File: src/rtl/core/sdo_pkg.sv
// Package for the spectral difference onset block: sizes, configuration codes
// and the types shared by the front end, the queue, the back end and the top level.
// Depends on nothing.
package sdo_pkg;

  // Frame geometry and the history ring.
  localparam int NUM_BINS   = 1024;
  localparam int MAX_STEP   = 4;
  localparam int HIST_DEPTH = NUM_BINS * MAX_STEP;
  localparam int ADDR_W     = (HIST_DEPTH > 1) ? $clog2(HIST_DEPTH) : 1;
  localparam int POS_W      = $clog2(NUM_BINS + 1);
  localparam int CNT_W      = $clog2(MAX_STEP + 1);
  localparam int SLOT_W     = (MAX_STEP > 1) ? $clog2(MAX_STEP) : 1;

  // Data widths.
  localparam int MAG_W  = 16;
  localparam int DIFF_W = 2 * MAG_W;
  localparam int SUM_W  = 48;

  // Queue between the front end and the back end.
  localparam int QUEUE_DEPTH = 4;
  localparam int QLEVEL_W    = $clog2(QUEUE_DEPTH + 1);
  localparam int QPTR_W      = $clog2(QUEUE_DEPTH);

  // Configuration port.
  localparam int CFG_IDX_W  = 2;
  localparam int CFG_DATA_W = 3;

  typedef enum logic [CFG_IDX_W-1:0] {
    REG_STEP_FRAMES   = 2'd0,
    REG_POSITIVE_ONLY = 2'd1,
    REG_SQUARE_MODE   = 2'd2
  } cfg_reg_t;

  // Configuration register contents.
  typedef struct packed {
    logic [2:0] step_frames;
    logic       positive_only;
    logic       square_mode;
  } cfg_t;

  // One classified bin on its way from the front end to the back end.
  typedef struct packed {
    logic [MAG_W-1:0] mag;
    logic [MAG_W-1:0] prev;
    logic             use_bin;
    logic             warm;
    logic             last;
    logic             fresh;
  } entry_t;

endpackage

File: src/rtl/core/sdo_queue.sv
// Short first-in first-out queue of classified bins between front and back end.
// Depends on sdo_pkg.
module sdo_queue (
  input  logic                    clk,
  input  logic                    rst,
  input  logic                    push,
  input  sdo_pkg::entry_t         push_entry,
  input  logic                    pop,
  output sdo_pkg::entry_t         head_entry,
  output logic                    empty,
  output logic [sdo_pkg::QLEVEL_W-1:0] level
);
  import sdo_pkg::*;

  entry_t            slots [QUEUE_DEPTH];
  logic [QPTR_W-1:0] wr_ptr;
  logic [QPTR_W-1:0] rd_ptr;
  logic              do_pop;

  assign empty      = (level == '0);
  assign do_pop     = pop && !empty;
  assign head_entry = slots[rd_ptr];

  // Pointer and fill level bookkeeping.
  always_ff @(posedge clk) begin
    if (rst) begin
      wr_ptr <= '0;
      rd_ptr <= '0;
      level  <= '0;
    end else begin
      if (push) begin
        wr_ptr <= (wr_ptr == QPTR_W'(QUEUE_DEPTH - 1)) ? '0 : wr_ptr + 1'b1;
      end
      if (do_pop) begin
        rd_ptr <= (rd_ptr == QPTR_W'(QUEUE_DEPTH - 1)) ? '0 : rd_ptr + 1'b1;
      end
      unique case ({push, do_pop})
        2'b10:   level <= level + 1'b1;
        2'b01:   level <= level - 1'b1;
        default: level <= level;
      endcase
    end
  end

  // Entry storage.
  always_ff @(posedge clk) begin
    if (push) begin
      slots[wr_ptr] <= push_entry;
    end
  end

endmodule

File: config.mk
export PLATFORM = sky130hd
export DESIGN_NAME = sdo_queue
export DESIGN_NICKNAME = d
export VERILOG_FILES = /design/src/rtl/core/sdo_pkg.sv /design/src/rtl/core/sdo_queue.sv
export SDC_FILE = /design/constraint.sdc
export NUM_CORES = 1
export LEC_CHECK = 0
export ABC_AREA = 1
export BUFFER_PORTS_ARGS = -buffer_cell sky130_fd_sc_hd__buf_4
export CAP_MARGIN = 30
export CORE_ASPECT_RATIO = 0.8
export CORE_MARGIN = 8
export CORE_UTILIZATION = 40
export CTS_BUF_LIST = sky130_fd_sc_hd__clkbuf_16
export CTS_CLUSTER_DIAMETER = 40
export CTS_CLUSTER_SIZE = 10
export DETAILED_ROUTE_END_ITERATION = 16
export SLEW_MARGIN = 10
export SYNTH_ARGS = -nofsm -noshare
export SYNTH_HDL_FRONTEND = slang
export SYNTH_SLANG_ARGS = --single-unit
File: constraint.sdc
create_clock -name clk -period 2.1 [get_ports clk]
set_input_delay 0.105 -clock clk [delete_from_list [all_inputs] [get_ports clk]]
set_output_delay 0.105 -clock clk [all_outputs]
set_load 0.05 [all_outputs]
## Yosys cells after proc, flatten, opt, wreduce, memory -nomap -nowiden

Memories as Yosys holds them, arrays and structs flattened. A register that Yosys moved wholly into a read port is not among the register bits.
Cells that the tools add are included.

- Eq/ne operators: 4
- Add/subtract/negate cells: 4
- Multiplexer cells: 7
- Reduce and logical (&&, ||, !) cells: 4

Operators with widths:

| kind | number |
|---|---|
| 2-bit two-way mux | 4 |
| 2-bit equality test (second input constant) | 3 |
| 3-bit case mux with 2 select lines | 1 |
| 2-bit by 1-bit adder with 2-bit output (second input constant) | 2 |
| 3-bit by 1-bit adder with 3-bit output (second input constant) | 1 |
| 3-bit zero test | 1 |
| 3-bit by 1-bit subtractor with 3-bit output (second input constant) | 1 |
| 2-bit by 1-bit equality test with 1-bit output (second input constant) | 1 |
| 1-bit two-way mux | 2 |
| 2-bit nonzero test | 1 |
| 1-bit logical AND | 1 |
| 1-bit zero test | 1 |

- Input bits: 40
- RAM bits: 144
- Bits in registers: 7
- Memories kept: 1
- Output and inout port bits: 40

Memories:

| memory | words | bits a word | read ports | clocked after memory_dff | wr ports | line | source |
|---|---|---|---|---|---|---|---|
| slots | 4 | 36 | 1 | 1 | 1 | sdo_queue.sv:15 | `entry_t slots [QUEUE_DEPTH];` |

## Logic depth before layout (Yosys ltp)

- Depth after elaboration: 5
- Gate-level depth with buffers: 13
- Mapped depth without buffers: 13

## Worst setup path before layout

Ideal clock, no wire load.

- Kind: reg2reg
- Start: register level[0] (netlist name)
- End: register level[2] (netlist name)
- Path slack: -239 ps
- Arrival: 2,229 ps
- Library setup time: 110 ps
- Clock period less this slack: 2,339 ps
- Stages on the path, launching flop included: 14
- Data required time: 1,990 ps
- Path through: dfxtp_1 -> inv_1 -> nand3_1 -> inv_1 -> nor2_1 -> ha_1 -> inv_1 -> fa_1 -> inv_1 -> nand2_1 -> nand3_1 -> nand2_1 -> inv_1 -> nor2_1

- Word-level cells in the longest chain between the ends: 5
- Elaborated cells between the ends (all ways): 9
- Classes of those cells: add/sub (2); eq/ne (2); mux (1); reduce/logical (4)

RTL lines:

| what | line | source |
|---|---|---|
| start: declaration | sdo_queue.sv:11 | `output logic [sdo_pkg::QLEVEL_W-1:0] level` |
| start signal: assignment | sdo_queue.sv:38 | `2'b10: level <= level + 1'b1;` |
| start signal: assignment | sdo_queue.sv:39 | `2'b01: level <= level - 1'b1;` |
| start signal: assignment | sdo_queue.sv:40 | `default: level <= level;` |
| 3-bit zero test (*) | sdo_queue.sv:20 | `assign empty = (level == '0);` |
| net empty | sdo_queue.sv:10 | `output logic empty,` |
| 1-bit zero test (*) | sdo_queue.sv:21 | `assign do_pop = pop && !empty;` |
| 1-bit logical AND (*) | sdo_queue.sv:21 |  |
| 2-bit by 1-bit equality test with 1-bit output / 2-bit equality test (equally long branches) | sdo_queue.sv:37 | `unique case ({push, do_pop})` |
| 3-bit case mux with 2 select lines / 2-bit nonzero test (equally long branches) | -- |  |

Mark *: on every way through the listed nets, which the timed path passes. The rest lies on a longest branch.
A chain may end at the register's enable or synchronous reset.

==> reports/results.ini <==
[clocking]
cts_sinks = 153
path_clk_slew_ps = 60
cts_root_buffer = clkbuf_16
cts_made_buffers = 17
cts_tree = yes
cts.path.max_buffers = 2
htreeDepth = 4
clock_latency_ps = 410
postCtsSetupBuffers = 0

[global_routing]
antenna_found_initial = 0
gr-total-overflow = 0
grt_pass1_vias = 3704
grt_max_degree = 50
grt_pass1_wl_um = 19380
grt.total_usage_pct = 13.10

[detailed_routing]
drtAntennaViolNets = 0
post-route-drc-count = 0
drt_pass1_iterations = 4
routed_wl_um = 12260
wl_per_cell_um = 16.54
routed_via_density = 4.845
vias = 3590
drt-initial-drc-count = 224

[power_and_ir_drop]
p_leak_nw = 2.881
vdd_drop_max_mv = 0.5714
p_total_mw = 9.723
powerDensity_nw_per_um2 = 1230

[sta]
finalHoldViolations = 0
worst_pin_slew_ps = 379.1
max_freq_mhz = 521.5
setup_tns_ps = 0
slew-limit-headroom_pct = 74.69
setup-violations-final = 0
fin_ws_ps = 182.4
rsz0062_at_grt = no
period_share_pct = 91.32
maxSlewViolCount = 0
hold_slack_ps = 386.7
skew_ps = 9.072
finalCriticalPeriod_ps = 1918

[setup_path]
start_kind = flop
end_kind = primary output
path_class = flop to primary output
critPathArrivalTime_ps = 1810
crit_fanout = 30
critPathRequiredTime_ps = 2000

[floorplan]
die_y_um = 126.7
boundaryPins = 80
start_util_pct = 40.79
core_area_um2 = 15010
die_w_um = 154.3
die_area_um2 = 19550
num_rows = 40

[place]
place_hpwl_um = 7379
dp_slack_ps = 259.2
place_congestion = 0.7280
io_buffer_count = 79

[logic_synthesis]
netlist_area_um2 = 6125
yosys_warnings = 0
ys_types = 25
ys_ff_latch = 153
ys_seq_area_share_pct = 73.54
syn_inst = 413
synth_fp_nets = 460
synth.avg_cell_area_um2 = 14.83

[worst_hold_path]
min_path_type = input pin to flop

[run]
drv_cap = 0

[layout]
fin_nets = 586
drive_above_1_share_pct = 33.51
antennaDiodeCount = 0
multiInputGateArea_um2 = 1338
nFillCells = 1244
seq_area_um2 = 4521
synthToLayoutAreaGrowth_pct = 29.11

[status]
status = complete, no violations

==> cell usage after synthesis <==
cell	count	area share, %
o21ai_2	24	3.4
ha_1	6	1.2
o21ai_1	26	2.1
nor2_1	61	3.7
buf_4	7	0.86
clkbuf_4	1	0.12
nor3_1	1	0.082
nor2_2	16	1.6
nand4_1	1	0.10
inv_8	1	0.18
buf_2	4	0.33
inv_2	1	0.061
or2_1	1	0.10
nand2_1	10	0.61
buf_6	10	1.8
o22ai_2	18	3.7
o21ai_0	25	2.0
dfxtp_1	9	2.9
inv_1	17	1.0
nand3_1	4	0.33
a21oi_1	6	0.49
o22ai_1	18	1.8
fa_1	1	0.33
edfxtp_1	144	71
clkinv_8	1	0.27
==> stage by stage <==
stage	util [%]	instance area, µm²	instances
after floorplan	-	6145	413
after global placement	46.23	6942	670
after detailed placement	46.23	6942	670
after CTS	52.64	7904	741
after global routing	52.67	7908	741
final	52.67	7908	741
==> worst paths after layout <==
check,start,endpoint,slack [ps],cells after the start
min reg2reg,rd_ptr[1],flop,520,2
max reg2reg,level[0],level[2],230,12
max,flop,head_entry[25],180,4
min,rst,wr_ptr[0],390,3
==> cell type report <==
type	instances	area share [%]
Timing Repair Buffer	129	14.48
Clock buffer	17	5.380
Multi-Input combinational cell	218	16.91
Sequential cell	153	57.17
Inverter	20	1.250
Tap cell	189	2.991
Clock inverter	15	1.820
==> critical path, cell delays in order, from the launching register on <==
cell     delay (ps)
dfxtp_2         400
buf_4           340
o21ai_0         170
o22ai_2         230
buf_4           240
==> sequential cells by signal (all words and copies together), names as in the netlist, named ones only <==
signal,cells
slots,144
level,3
rd_ptr,2
wr_ptr,2
==> per-layer routing <==
layer	wire, µm	part of all wire, %	global-route usage, %
met1	5291	43	15.33
met2	6217	51	21.57
met3	678	5.5	4.411
met4	68	0.55	5.923
met5	0	0	0
==> placed cells by master (no fill, tap or decap), types with 3 or more instances in the layout <==
master / instances
a21oi_1: 6
buf_12: 6
buf_4: 83
bufinv_16: 3
clkbuf_16: 17
clkinv_1: 6
clkinvlp_4: 3
dfxtp_1: 4
dfxtp_4: 4
dlygate4sd3_1: 39
edfxtp_1: 144
ha_1: 6
inv_1: 15
inv_2: 5
nand2_1: 10
nand3_1: 3
nor2_1: 61
nor2_2: 16
o21ai_0: 25
o21ai_1: 26
o21ai_2: 24
o22ai_1: 18
o22ai_2: 18
==> power by group <==
group | internal [mW] | switching [mW] | total, mW
clock | 1.82 | 1.06 | 2.89
sequential | 3.52 | 0.103 | 3.62
combinational | 0.997 | 2.22 | 3.21
==> cells by family after synthesis <==
| group | after synthesis | share of synthesized area [%] |
|---|---|---|
| buffers and inverters | 42 | 4.699 |
| and+or+nand+nor | 94 | 6.599 |
| AOI/OAI and AO/OA | 117 | 13.61 |
| DFF | 153 | 73.54 |
| adders and majority gates | 7 | 1.553 |
==> timing repair <==
item	in CTS	in global routing
setup endpoints to repair	9	3
gates resized for setup	1	1
hold endpoints to repair	151	0
hold buffers	39	0
pin swaps	0	0
Note: power is estimated with default switching activity, not from simulation.
