$ cat config.mk
export PLATFORM = sky130hd
export DESIGN_NAME = sdo_back
export DESIGN_NICKNAME = d
export VERILOG_FILES = /design/src/rtl/core/sdo_pkg.sv /design/src/rtl/core/sdo_back.sv
export SDC_FILE = /design/constraint.sdc
export NUM_CORES = 1
export LEC_CHECK = 0
export BUFFER_PORTS_ARGS = -buffer_cell sky130_fd_sc_hd__clkbuf_2
export CORE_MARGIN = 3
export CORE_UTILIZATION = 58
export CTS_BUF_LIST = sky130_fd_sc_hd__clkbuf_4 sky130_fd_sc_hd__clkbuf_8 sky130_fd_sc_hd__clkbuf_16
export DETAILED_ROUTE_END_ITERATION = 16
export PLACE_DENSITY = 0.8
export SLEW_MARGIN = 5
export SYNTH_ARGS = -nofsm -noshare
export SYNTH_HDL_FRONTEND = slang
export SYNTH_SLANG_ARGS = --single-unit
$ cat constraint.sdc
create_clock -name clk -period 10.5 [get_ports clk]
set_input_delay 2.1 -clock clk [delete_from_list [all_inputs] [get_ports clk]]
set_output_delay 2.1 -clock clk [all_outputs]
set_load 0.03 [all_outputs]
$ cat src/rtl/core/sdo_pkg.sv
// Package for the spectral difference onset block: sizes, configuration codes
// and the types shared by the front end, the queue, the back end and the top level.
// Depends on nothing.
package sdo_pkg;

  // Frame geometry and the history ring.
  localparam int NUM_BINS   = 1024;
  localparam int MAX_STEP   = 4;
  localparam int HIST_DEPTH = NUM_BINS * MAX_STEP;
  localparam int ADDR_W     = (HIST_DEPTH > 1) ? $clog2(HIST_DEPTH) : 1;
  localparam int POS_W      = $clog2(NUM_BINS + 1);
  localparam int CNT_W      = $clog2(MAX_STEP + 1);
  localparam int SLOT_W     = (MAX_STEP > 1) ? $clog2(MAX_STEP) : 1;

  // Data widths.
  localparam int MAG_W  = 16;
  localparam int DIFF_W = 2 * MAG_W;
  localparam int SUM_W  = 48;

  // Queue between the front end and the back end.
  localparam int QUEUE_DEPTH = 4;
  localparam int QLEVEL_W    = $clog2(QUEUE_DEPTH + 1);
  localparam int QPTR_W      = $clog2(QUEUE_DEPTH);

  // Configuration port.
  localparam int CFG_IDX_W  = 2;
  localparam int CFG_DATA_W = 3;

  typedef enum logic [CFG_IDX_W-1:0] {
    REG_STEP_FRAMES   = 2'd0,
    REG_POSITIVE_ONLY = 2'd1,
    REG_SQUARE_MODE   = 2'd2
  } cfg_reg_t;

  // Configuration register contents.
  typedef struct packed {
    logic [2:0] step_frames;
    logic       positive_only;
    logic       square_mode;
  } cfg_t;

  // One classified bin on its way from the front end to the back end.
  typedef struct packed {
    logic [MAG_W-1:0] mag;
    logic [MAG_W-1:0] prev;
    logic             use_bin;
    logic             warm;
    logic             last;
    logic             fresh;
  } entry_t;

endpackage

$ cat src/rtl/core/sdo_back.sv
// Back end: forms the per-bin difference or its square, accumulates the frame
// sum with saturation and holds the result for the output channel.
// Depends on sdo_pkg.
module sdo_back (
  input  logic                      clk,
  input  logic                      rst,
  input  sdo_pkg::cfg_t             cfg,
  input  sdo_pkg::entry_t           head_entry,
  input  logic                      empty,
  output logic                      pop,
  output logic                      out_valid,
  input  logic                      out_stall,
  output logic [sdo_pkg::SUM_W-1:0] flux_value,
  output logic                      warming_up,
  output logic                      saturated
);
  import sdo_pkg::*;

  localparam logic [SUM_W-1:0] SUM_MAX = '1;

  // Difference stage.
  logic              b1_valid;
  logic [DIFF_W-1:0] b1_diff;
  logic              b1_warm;
  logic              b1_last;
  logic              b1_fresh;

  // Frame accumulator.
  logic [SUM_W-1:0]  frame_sum;
  logic              sum_clipped;

  logic              advance;
  logic [MAG_W-1:0]  diff_mag;
  logic [DIFF_W-1:0] diff_term;
  logic [SUM_W-1:0]  sum_base;
  logic              clip_base;
  logic [SUM_W:0]    sum_wide;
  logic [SUM_W-1:0]  sum_new;
  logic              clip_new;

  // The whole back end moves unless a finished result is waiting to be taken.
  assign advance = !(out_valid && out_stall);
  assign pop     = advance && !empty;

  // Rectified or absolute difference, then optionally squared.
  always_comb begin
    if (head_entry.mag >= head_entry.prev) begin
      diff_mag = head_entry.mag - head_entry.prev;
    end else if (cfg.positive_only) begin
      diff_mag = '0;
    end else begin
      diff_mag = head_entry.prev - head_entry.mag;
    end
    if (!head_entry.use_bin) begin
      diff_term = '0;
    end else if (cfg.square_mode) begin
      diff_term = DIFF_W'(diff_mag) * DIFF_W'(diff_mag);
    end else begin
      diff_term = DIFF_W'(diff_mag);
    end
  end

  always_ff @(posedge clk) begin
    if (rst) begin
      b1_valid <= 1'b0;
    end else if (advance) begin
      b1_valid <= !empty;
    end
  end

  always_ff @(posedge clk) begin
    if (pop) begin
      b1_diff  <= diff_term;
      b1_warm  <= head_entry.warm;
      b1_last  <= head_entry.last;
      b1_fresh <= head_entry.fresh;
    end
  end

  // Saturating accumulate; a new sequence starts from an empty sum.
  always_comb begin
    sum_base  = b1_fresh ? '0 : frame_sum;
    clip_base = b1_fresh ? 1'b0 : sum_clipped;
    sum_wide  = {1'b0, sum_base} + (SUM_W + 1)'(b1_diff);
    if (sum_wide[SUM_W]) begin
      sum_new  = SUM_MAX;
      clip_new = 1'b1;
    end else begin
      sum_new  = sum_wide[SUM_W-1:0];
      clip_new = clip_base;
    end
  end

  always_ff @(posedge clk) begin
    if (rst) begin
      frame_sum   <= '0;
      sum_clipped <= 1'b0;
    end else if (advance && b1_valid) begin
      if (b1_last) begin
        frame_sum   <= '0;
        sum_clipped <= 1'b0;
      end else begin
        frame_sum   <= sum_new;
        sum_clipped <= clip_new;
      end
    end
  end

  // Output register: one transaction per finished frame.
  always_ff @(posedge clk) begin
    if (rst) begin
      out_valid <= 1'b0;
    end else if (advance) begin
      out_valid <= b1_valid && b1_last;
    end
  end

  always_ff @(posedge clk) begin
    if (advance && b1_valid && b1_last) begin
      flux_value <= b1_warm ? '0 : sum_new;
      warming_up <= b1_warm;
      saturated  <= !b1_warm && clip_new;
    end
  end

endmodule

=== After elaboration in Yosys (flattened, before gate mapping) ===
Index checks and enable logic that the tools add are counted.

* Flip-flop bits (word level): 136
* Input port bits: 45
* Output and inout bits: 52
* Logic and storage cells: 36

* Reduce and logical (&&, ||, !) cells: 10
* Magnitude comparators: 1
* $add $sub $neg: 3
* Multiply operators: 1
* Multiplexer cells: 9

{| class="wikitable"
|+ Operators with widths
! operator !! count
|-
| $mux W48 || 3
|-
| $add A48 B32 Y49 || 1
|-
| $mux W16 || 3
|-
| $mul A16 B16 Y32 || 1
|-
| $sub A16 B16 Y16 || 2
|-
| $ge A16 B16 Y1 || 1
|-
| $logic_and A1 B1 Y1 || 6
|-
| $logic_not A1 Y1 || 3
|-
| $mux W1 || 3
|-
| $reduce_and A2 Y1 || 1
|}

=== Logic depth before layout (Yosys ltp) ===
Gate-level depths: netlist (run 1).

* Depth after elaboration: 5
* Depth in mapped cells: 38
* Gate-level depth less buffers: 36

=== Worst setup path before layout (run 1) ===
Ideal clock, no wire load.

* Kind: input -> register
* Start: input port head_entry[20] (netlist bit)
* End: register b1_diff[28], data pin
* Required time: 10.234 ns
* Stages: 37
* Slack: 0.222 ns
* Path buffers: 2
* Data arrival time: 10.012 ns
* Library setup time: 0.266 ns
* Cell sequence: inv_1 ha_1 inv_1 fa_1 a211oi_1 o211ai_1 nand4_1 a21oi_4 buf_4 a22oi_1 inv_1 buf_2 nand2_1 inv_1 fa_1 inv_1 fa_1 inv_1 fa_1 inv_1 fa_1 inv_1 fa_1 inv_1 fa_1 inv_1 ha_1 a211oi_1 o21bai_1 a41o_1 a221o_1 a41o_1 o31a_1 o21ai_1 a21boi_1 xnor2_1 nor2_1

* Longest elaborated chain between the ends: 4
* Elaborated cells between the ends (all ways): 6
* Classes of those cells: 2 x add/sub; 1 x mul; 1 x order compare; 2 x mux

{| class="wikitable"
|+ Ends and longest elaborated chain
! element !! line !! source
|-
| start: declaration || sdo_back.sv:8 || <nowiki>input sdo_pkg::entry_t head_entry,</nowiki>
|-
| $sub A16 B16 Y16 || sdo_back.sv:52 || <nowiki>diff_mag = head_entry.prev - head_entry.mag;</nowiki>
|-
| $mux W16 || sdo_back.sv:49 || <nowiki>end else if (cfg.positive_only) begin</nowiki>
|-
| $mux W16 * || sdo_back.sv:47 || <nowiki>if (head_entry.mag >= head_entry.prev) begin</nowiki>
|-
| $mul A16 B16 Y32 * || sdo_back.sv:57 || <nowiki>diff_term = DIFF_W'(diff_mag) * DIFF_W'(diff_mag);</nowiki>
|-
| end signal: assignment || sdo_back.sv:73 || <nowiki>b1_diff <= diff_term;</nowiki>
|-
| end: declaration || sdo_back.sv:23 || <nowiki>logic [DIFF_W-1:0] b1_diff;</nowiki>
|}

Mark *: on every way between the ends. The rest lies on a longest branch, timed or not.
A chain may end at the register's enable or synchronous reset.

=== Worst setup path in the final report (run 1) ===
Same ends and word-level chain as after synthesis.

==> run summary, run 1 <==
### Placed design
* **placed cell area** 0.01754 sq mm
* **gp weighted congestion** 0.9290
* **dpl hpwl** 30.11 mm
* **Post-Place Cells** 2,344
* **count of port buffers added during placement** 93
* **worst setup slack before clock tree synthesis** -0.1286 ns

### Worst setup path
* **most used cell, CP** fa_1
* **slowest stage delay, CP** 0.55 ns
* **data required time at the worst endpoint** 10.66 ns
* **start-to-end type of the worst setup path** in2reg
* **data arrival at the endpoint of the critical path** 10.25 ns
* **critical path endpoint category** flip-flop
* **startpoint class of the critical path** primary input
* **r2r worst-path depth** 14
* **peak fanout along the critical path** 12
* **slowest cell on the critical path** fa_1

### Logic synthesis
* **net count after synthesis** 2,255
* **Async SR Flop Fraction** 0%
* **Synth Instances** 1,885
* **largest family of logic cells by synthesized area** adder cells
* **warning count from the yosys run** 0
* **fraction of the mapped netlist area in compound gates** 15.78%
* **commonest register cell after synthesis** edfxtp_1
* **post-synthesis adder-cell area fraction** 32.42%
* **Post-synth EDFFs** 85
* **post-synthesis average cell area** 8.692 sq um
* **Cell variety after synth** 78
* **portion of netlist area occupied by mux cells** 0.5651%
* **register area share after synthesis** 21.81%
* **basic-gate share of the synthesized area counting and, or, nand and nor cells** 16.15%
* **parity-gate share of the synthesized area counting xor and xnor cells** 4.544%
* **number of synthesized register bits** 136
* **post-synth design cell area** 0.01638 sq mm

### Cells and area
* **final cell count without fillers** 2,377
* **final std cell area, no fill** 0.01824 sq mm
* **Sequential cell area** 0.003573 sq mm
* **share of layout cells above drive strength 1** 11.92%
* **post-layout util** 66.73%
* **growth of design area from synthesis to finish** 11.29%
* **multi-input gate area in the final layout** 0.01144 sq mm
* **Fill cells** 2,201
* **diodes inserted** 0
* **number of nets in the final layout** 2,362

### STA
* **number of failing hold endpoints at the final stage** 0
* **Slew HR** 16.98%
* **setup repair after global routing missed its margin** false
* **total negative slack for setup checks** 0 ns
* **post-route worst hold slack** 0.4458 ns
* **time the worst path needs with I/O delays and setup** 10.09 ns
* **number of slew-limit violations in the final report** 0
* **max frequency** 0.09913 GHz
* **slew at the pin closest to its max-slew limit** 1.241 ns
* **fin crit share** 96.07%
* **Setup-failing EPs final** 0
* **Worst Skew** 0.01165 ns
* **final worst-path setup slack** 0.4127 ns

### GRT
* **global-route wire length before repair** 66.52 mm
* **grt met2 use** 46.56%
* **grt met1 use** 32.46%
* **maximum number of pins on one net before global-route repair** 55
* **routing layer with the top usage in global route** met2
* **number of antenna violations at the first check in global routing** 0
* **final global-route overflow total** 0
* **via count of the first global-routing pass** 14,110
* **combined global-route utilization of all metal layers** 26.16%
* **Global Route met3 Usage** 3.145%

### Floorplanning
* **standard-cell rows** 60
* **starting density of the core** 59.96%
* **number of top-level design ports** 97
* **Floorplan Core Area** 0.02733 sq mm
* **DIE WIDTH** 174.1 um
* **die area** 0.03030 sq mm
* **DIE HEIGHT** 174.1 um

### Clock tree
* **CTS Root Buffer Type** clkbuf_16
* **hold-fix buffers at CTS** 0
* **insertion delay of the later-clocked pin in the worst-skew pair** 0.42 ns
* **CTS tree** built
* **number of sinks driven by the clock tree** 136
* **Max H-tree Level** 4
* **number of buffers inserted during clock tree synthesis** 17
* **buffers from clock root to sink, at most** 2
* **clock input transition at the sequential cells of the worst setup and hold paths** 0.06 ns

### Run
* **max-cap violation count** 0

### Routing
* **DRT antenna net count** 0
* **remaining design rule violation count** 0
* **via-per-instance ratio** 5.762
* **total vias in the final route** 13,700
* **length of the first detailed-routing pass in iterations** 6
* **Detailed Route Iter0 Violations** 999
* **DRT Wirelength** 38.89 mm
* **routed wirelength normalized by instance count** 16.36 um

### Min path
* **path category of the worst min-delay check** reg2reg
* **instance count along the most critical hold path** 2

### Pwr
* **Power Dens Cells** 313.1 mW/mm^2
* **Pwr Total** 5.709 mW
* **Max IR drop VDD** 0.0002920 V
* **Leakage** 8.855 nW

### Run status
* **result of the run** finished, final reports clean

-- kinds of logic (layout without fill, tap and decap cells) --
kind of cell	count (synthesis)	count (layout)
mux	9	9
fa+ha+maj	325	325
xor+xnor	85	85
flops	136	136
simple gates	574	574
buf+inv	368	488
compound gates	388	388
-- cells in the final DEF, fill, tap and decap left out, types with 6 or more instances in the layout --
master	netlist	layout
nor3_1	33	32
nor4_1	6	6
a21o_1	33	33
ha_1	159	159
inv_1	283	282
and2_1	16	16
nand2_1	171	171
and3_1	10	10
a211oi_1	17	15
a21oi_1	113	112
edfxtp_1	85	85
o211a_1	11	11
o21ai_1	5	6
nor2_1	187	185
o21a_1	10	10
dfxtp_1	51	51
clkbuf_16	0	17
nand2b_1	21	21
nand3_1	37	37
and4_1	7	7
o21bai_1	19	19
clkbuf_2	1	93
o21ai_0	82	80
xnor2_1	63	63
mux2i_1	7	7
buf_4	6	70
a22oi_1	13	13
fa_1	166	166
nor2b_1	52	52
a31oi_1	13	13
xor2_1	22	22
nand4_1	14	14
inv_2	6	7
-- final cells by class --
type                       count  area share [%]
timing repair buffer         164           5.544
tap                          372           2.552
clock inverter                12           1.091
multi-input combinational   1381           62.71
inverter                     292           6.011
clock buffer                  20           2.491
sequential                   136           19.60
-- metal layers --
layer / vias to the layer above / wire length, um
met3: 104 / 2129
met4: 0 / 1251
li1: 6496 / -
met5: - / 0
met1: 6588 / 16370
met2: 508 / 19130
-- sequential cells by signal (all words and copies together) (netlist names) --
signal and count:
flux_value 48, frame_sum 48, b1_diff 32, b1_fresh 1, b1_last 1, b1_valid 1, b1_warm 1, out_valid 1
saturated 1, sum_clipped 1, warming_up 1
-- power breakdown --
| part | internal (mW) | switching, mW | total, mW |
|---|---|---|---|
| combinational | 1.86 | 2.49 | 4.35 |
| clock | 0.433 | 0.227 | 0.659 |
| sequential | 0.678 | 0.0247 | 0.702 |
-- synth_stat cells (5+ instances only) --
cell	n	area (sq um)
dfxtp_1	51	1021
nand2b_1	21	131.4
or2_2	5	31.28
buf_4	6	45.04
mux2i_1	7	70.07
nand4_1	14	87.58
o21bai_1	19	142.6
and2_1	16	100.1
xor2_1	22	192.7
a211oi_1	17	127.6
a31oi_1	13	81.33
nor4_1	6	37.54
clkbuf_1	48	180.2
a21oi_1	113	565.5
o21a_1	10	75.07
a21o_1	33	247.7
nor2_1	187	701.9
a22oi_1	13	97.59
and3_1	10	62.56
nand2_1	171	641.9
buf_2	20	100.1
edfxtp_1	85	2552
o31a_1	5	43.79
inv_2	6	22.52
o211a_1	11	110.1
nand3_1	37	185.2
fa_1	166	3323
nor3_1	33	165.2
and4_1	7	61.31
xnor2_1	63	551.8
nor2b_1	52	325.3
ha_1	159	1989
o21ai_0	82	410.4
inv_1	283	1062
o21ai_1	5	25.02
-- critical path, delay by kind of cell --
family          cells  cell delay (ns)
fa+ha+maj           9             3.99
simple gates        4             0.66
compound gates     13             2.72
buf+inv             7             0.60
xor+xnor            1             0.15
-- what timing repair did --
action / 4_1_cts / 5_1_grt
gates resized for setup: 0 / 10
setup buffers: 0 / 1
endpoints found under the setup margin: 0 / 5
-- final timing paths --
kind / from / to / slack (ns)
setup / recovery: head_entry[20] / b1_diff[28] / 0.41
setup reg to reg: b1_fresh / flux_value[35] / 5.70
hold / removal: frame_sum[26] / frame_sum[26] / 0.45
hold reg to reg: frame_sum[26] / frame_sum[26] / 0.45
Power figures use the tool's default switching activity.
==> inputs of run 2 (changes only) <==
Settings changed: REMOVE_ABC_BUFFERS set to 1, SLEW_MARGIN 5 to 20, TNS_END_PERCENT set to 5.
==> run summary, run 2 (synthesis gave the netlist of run 1 again) <==
### Floorplanning
* **DIE WIDTH** 174.1 um, unchanged
* **die area** 0.03030 sq mm, unchanged
* **DIE HEIGHT** 174.1 um, unchanged
* **number of top-level design ports** 97, unchanged
* **Floorplan Core Area** 0.02733 sq mm, unchanged
* **starting density of the core** 59.96%, unchanged
* **standard-cell rows** 60, unchanged

### Routing
* **DRT Wirelength** 39.58 mm, +1.8%
* **via-per-instance ratio** 5.789, +0.47%
* **routed wirelength normalized by instance count** 16.60 um, +1.4%
* **length of the first detailed-routing pass in iterations** 7, +1
* **total vias in the final route** 13,810, +0.81%
* **remaining design rule violation count** 0, unchanged
* **Detailed Route Iter0 Violations** 1,206, +21%
* **DRT antenna net count** 0, unchanged

### Worst setup path
* **reg2reg end** flux_value[35]
* **last element of the critical path** b1_diff[28]
* **data arrival at the endpoint of the critical path** 10.22 ns, -0.03 ns
* **data required time at the worst endpoint** 10.67 ns, about the same
* **most used cell, CP** fa_1
* **critical path endpoint category** flip-flop
* **source of the worst register-to-register timing path** b1_fresh
* **slowest cell on the critical path** fa_1
* **cell count along the critical path** 33, -2.9%
* **start-to-end type of the worst setup path** in2reg
* **peak fanout along the critical path** 6, -6
* **beginning of the critical path** head_entry[5]
* **startpoint class of the critical path** primary input
* **Bufs and invs on worst path** 6, -1
* **slowest stage delay, CP** 0.54 ns, about the same
* **r2r worst-path depth** 14, unchanged
* **slack of the worst reg-to-reg path** 5.80 ns, +0.10 ns
* **critical path's top delay family** adder cells

### Min path
* **path category of the worst min-delay check** reg2reg

### Placed design
* **placed cell area** 0.01759 sq mm, +0.27%
* **count of port buffers added during placement** 93, unchanged
* **dpl hpwl** 30.66 mm, +1.8%
* **gp weighted congestion** 0.9229, -0.66%
* **worst setup slack before clock tree synthesis** -0.09056 ns, +0.03800 ns

### STA
* **number of failing hold endpoints at the final stage** 0, unchanged
* **Setup-failing EPs final** 0, unchanged
* **final worst-path setup slack** 0.4468 ns, +0.03403 ns
* **max frequency** 0.09947 GHz, +0.34%
* **Worst Skew** 0.01324 ns, +0.001590 ns
* **Slew HR** 42.18%, +25 points
* **number of slew-limit violations in the final report** 0, unchanged
* **fin crit share** 95.75%, -0.32 points
* **time the worst path needs with I/O delays and setup** 10.05 ns, -0.03403 ns
* **slew at the pin closest to its max-slew limit** 0.8626 ns, -0.3782 ns
* **setup repair after global routing missed its margin** false

### Cells and area
* **diodes inserted** 0, unchanged
* **post-layout util** 66.99%, +0.26 points
* **final std cell area, no fill** 0.01831 sq mm, +0.39%
* **share of layout cells above drive strength 1** 12.42%, +0.50 points
* **number of nets in the final layout** 2,371, +0.38%
* **growth of design area from synthesis to finish** 11.73%
* **leading cell types in the layout, fill and taps excluded** inv_1 (282), nor2_1 (185), nand2_1 (171)
* **Fill cells** 2,162, -1.8%
* **most common cell after layout, fill and taps aside** inv_1
* **largest registers ranked by flip-flop count** flux_value x48, frame_sum x48, b1_diff x32

### Run status
* **result of the run** finished, final reports clean

### Clock tree
* **CTS Root Buffer Type** clkbuf_16
* **number of sinks driven by the clock tree** 136, unchanged
* **Max H-tree Level** 4, unchanged
* **insertion delay of the later-clocked pin in the worst-skew pair** 0.43 ns, about the same
* **number of buffers inserted during clock tree synthesis** 17, unchanged
* **CTS tree** built
* **buffers from clock root to sink, at most** 2, unchanged
* **clock input transition at the sequential cells of the worst setup and hold paths** 0.06 ns, about the same
* **hold-fix buffers at CTS** 0, unchanged

### GRT
* **combined global-route utilization of all metal layers** 25.91%, -0.25 points
* **final global-route overflow total** 0, unchanged
* **via count of the first global-routing pass** 13,810, -2.1%
* **global-route wire length before repair** 65.78 mm, -1.1%
* **maximum number of pins on one net before global-route repair** 55, unchanged
* **number of antenna violations at the first check in global routing** 0, unchanged

### Pwr
* **Power Dens Cells** 317.8 mW/mm^2, +1.5%
* **Max IR drop VDD** 0.0002470 V, -15%
* **Leakage** 8.893 nW, +0.42%

### Run
* **max-cap violation count** 0, unchanged

run 2: stage by stage:
step,total power [mW],TNS [ns],std cells,hold WS (ns)
floorplan,3.959,0,1809,0.4173
global placement,4.878,0,2352,0.4276
detailed placement,5.088,-0.2359,2352,0.4352
CTS,5.767,0,2383,0.4480
global route,6.451,0,2385,0.4642
finish,5.817,0,2385,0.4466
run 2: repair_timing:
item,in CTS,in global routing
endpoints found under the setup margin,0,7
setup buffers,0,2
gates resized for setup,0,14
run 2: how the worst min path moves through the flow:
stage | from | to | slack [ns] | depth (start not counted)
finish | frame_sum[7] | frame_sum[7] | 0.45 | 2
global route | frame_sum[5] | frame_sum[5] | 0.46 | 2
CTS | frame_sum[5] | frame_sum[5] | 0.45 | 2
detailed placement | frame_sum[30] | frame_sum[30] | 0.44 | 2
global placement | frame_sum[25] | frame_sum[25] | 0.43 | 2
floorplan | frame_sum[18] | frame_sum[18] | 0.42 | 2
run 2: power by group:
part	switching (mW)	internal, mW	leakage [nW]
clock	0.230	0.426	0.314
sequential	0.0237	0.677	1.22
combinational	2.52	1.94	7.36
total	2.77	3.04	8.89
run 2: routing by layer:
layer  wire length, um  GRT usage [%]
met5                 0              0
met4              1202          8.110
met3              2499          2.949
met2             19500          46.07
met1             16380          33.13
run 2: cell type report:
cell class | instances | area, sq um | area share [%]
clock buffers | 19 | 440.4 | 2.406
flip-flops and latches | 136 | 3573 | 19.52
well taps | 372 | 465.4 | 2.543
multi-input cells | 1381 | 11450 | 62.52
clock inverters | 12 | 202.7 | 1.107
inverters | 292 | 1100 | 6.008
repair buffers | 173 | 1079 | 5.892
run 2: tightest hold or removal path, cell delays in order, from the launching register on:
cell and delay (ns):
dfxtp_1 0.30, nand2_1 0.05, a21oi_1 0.05
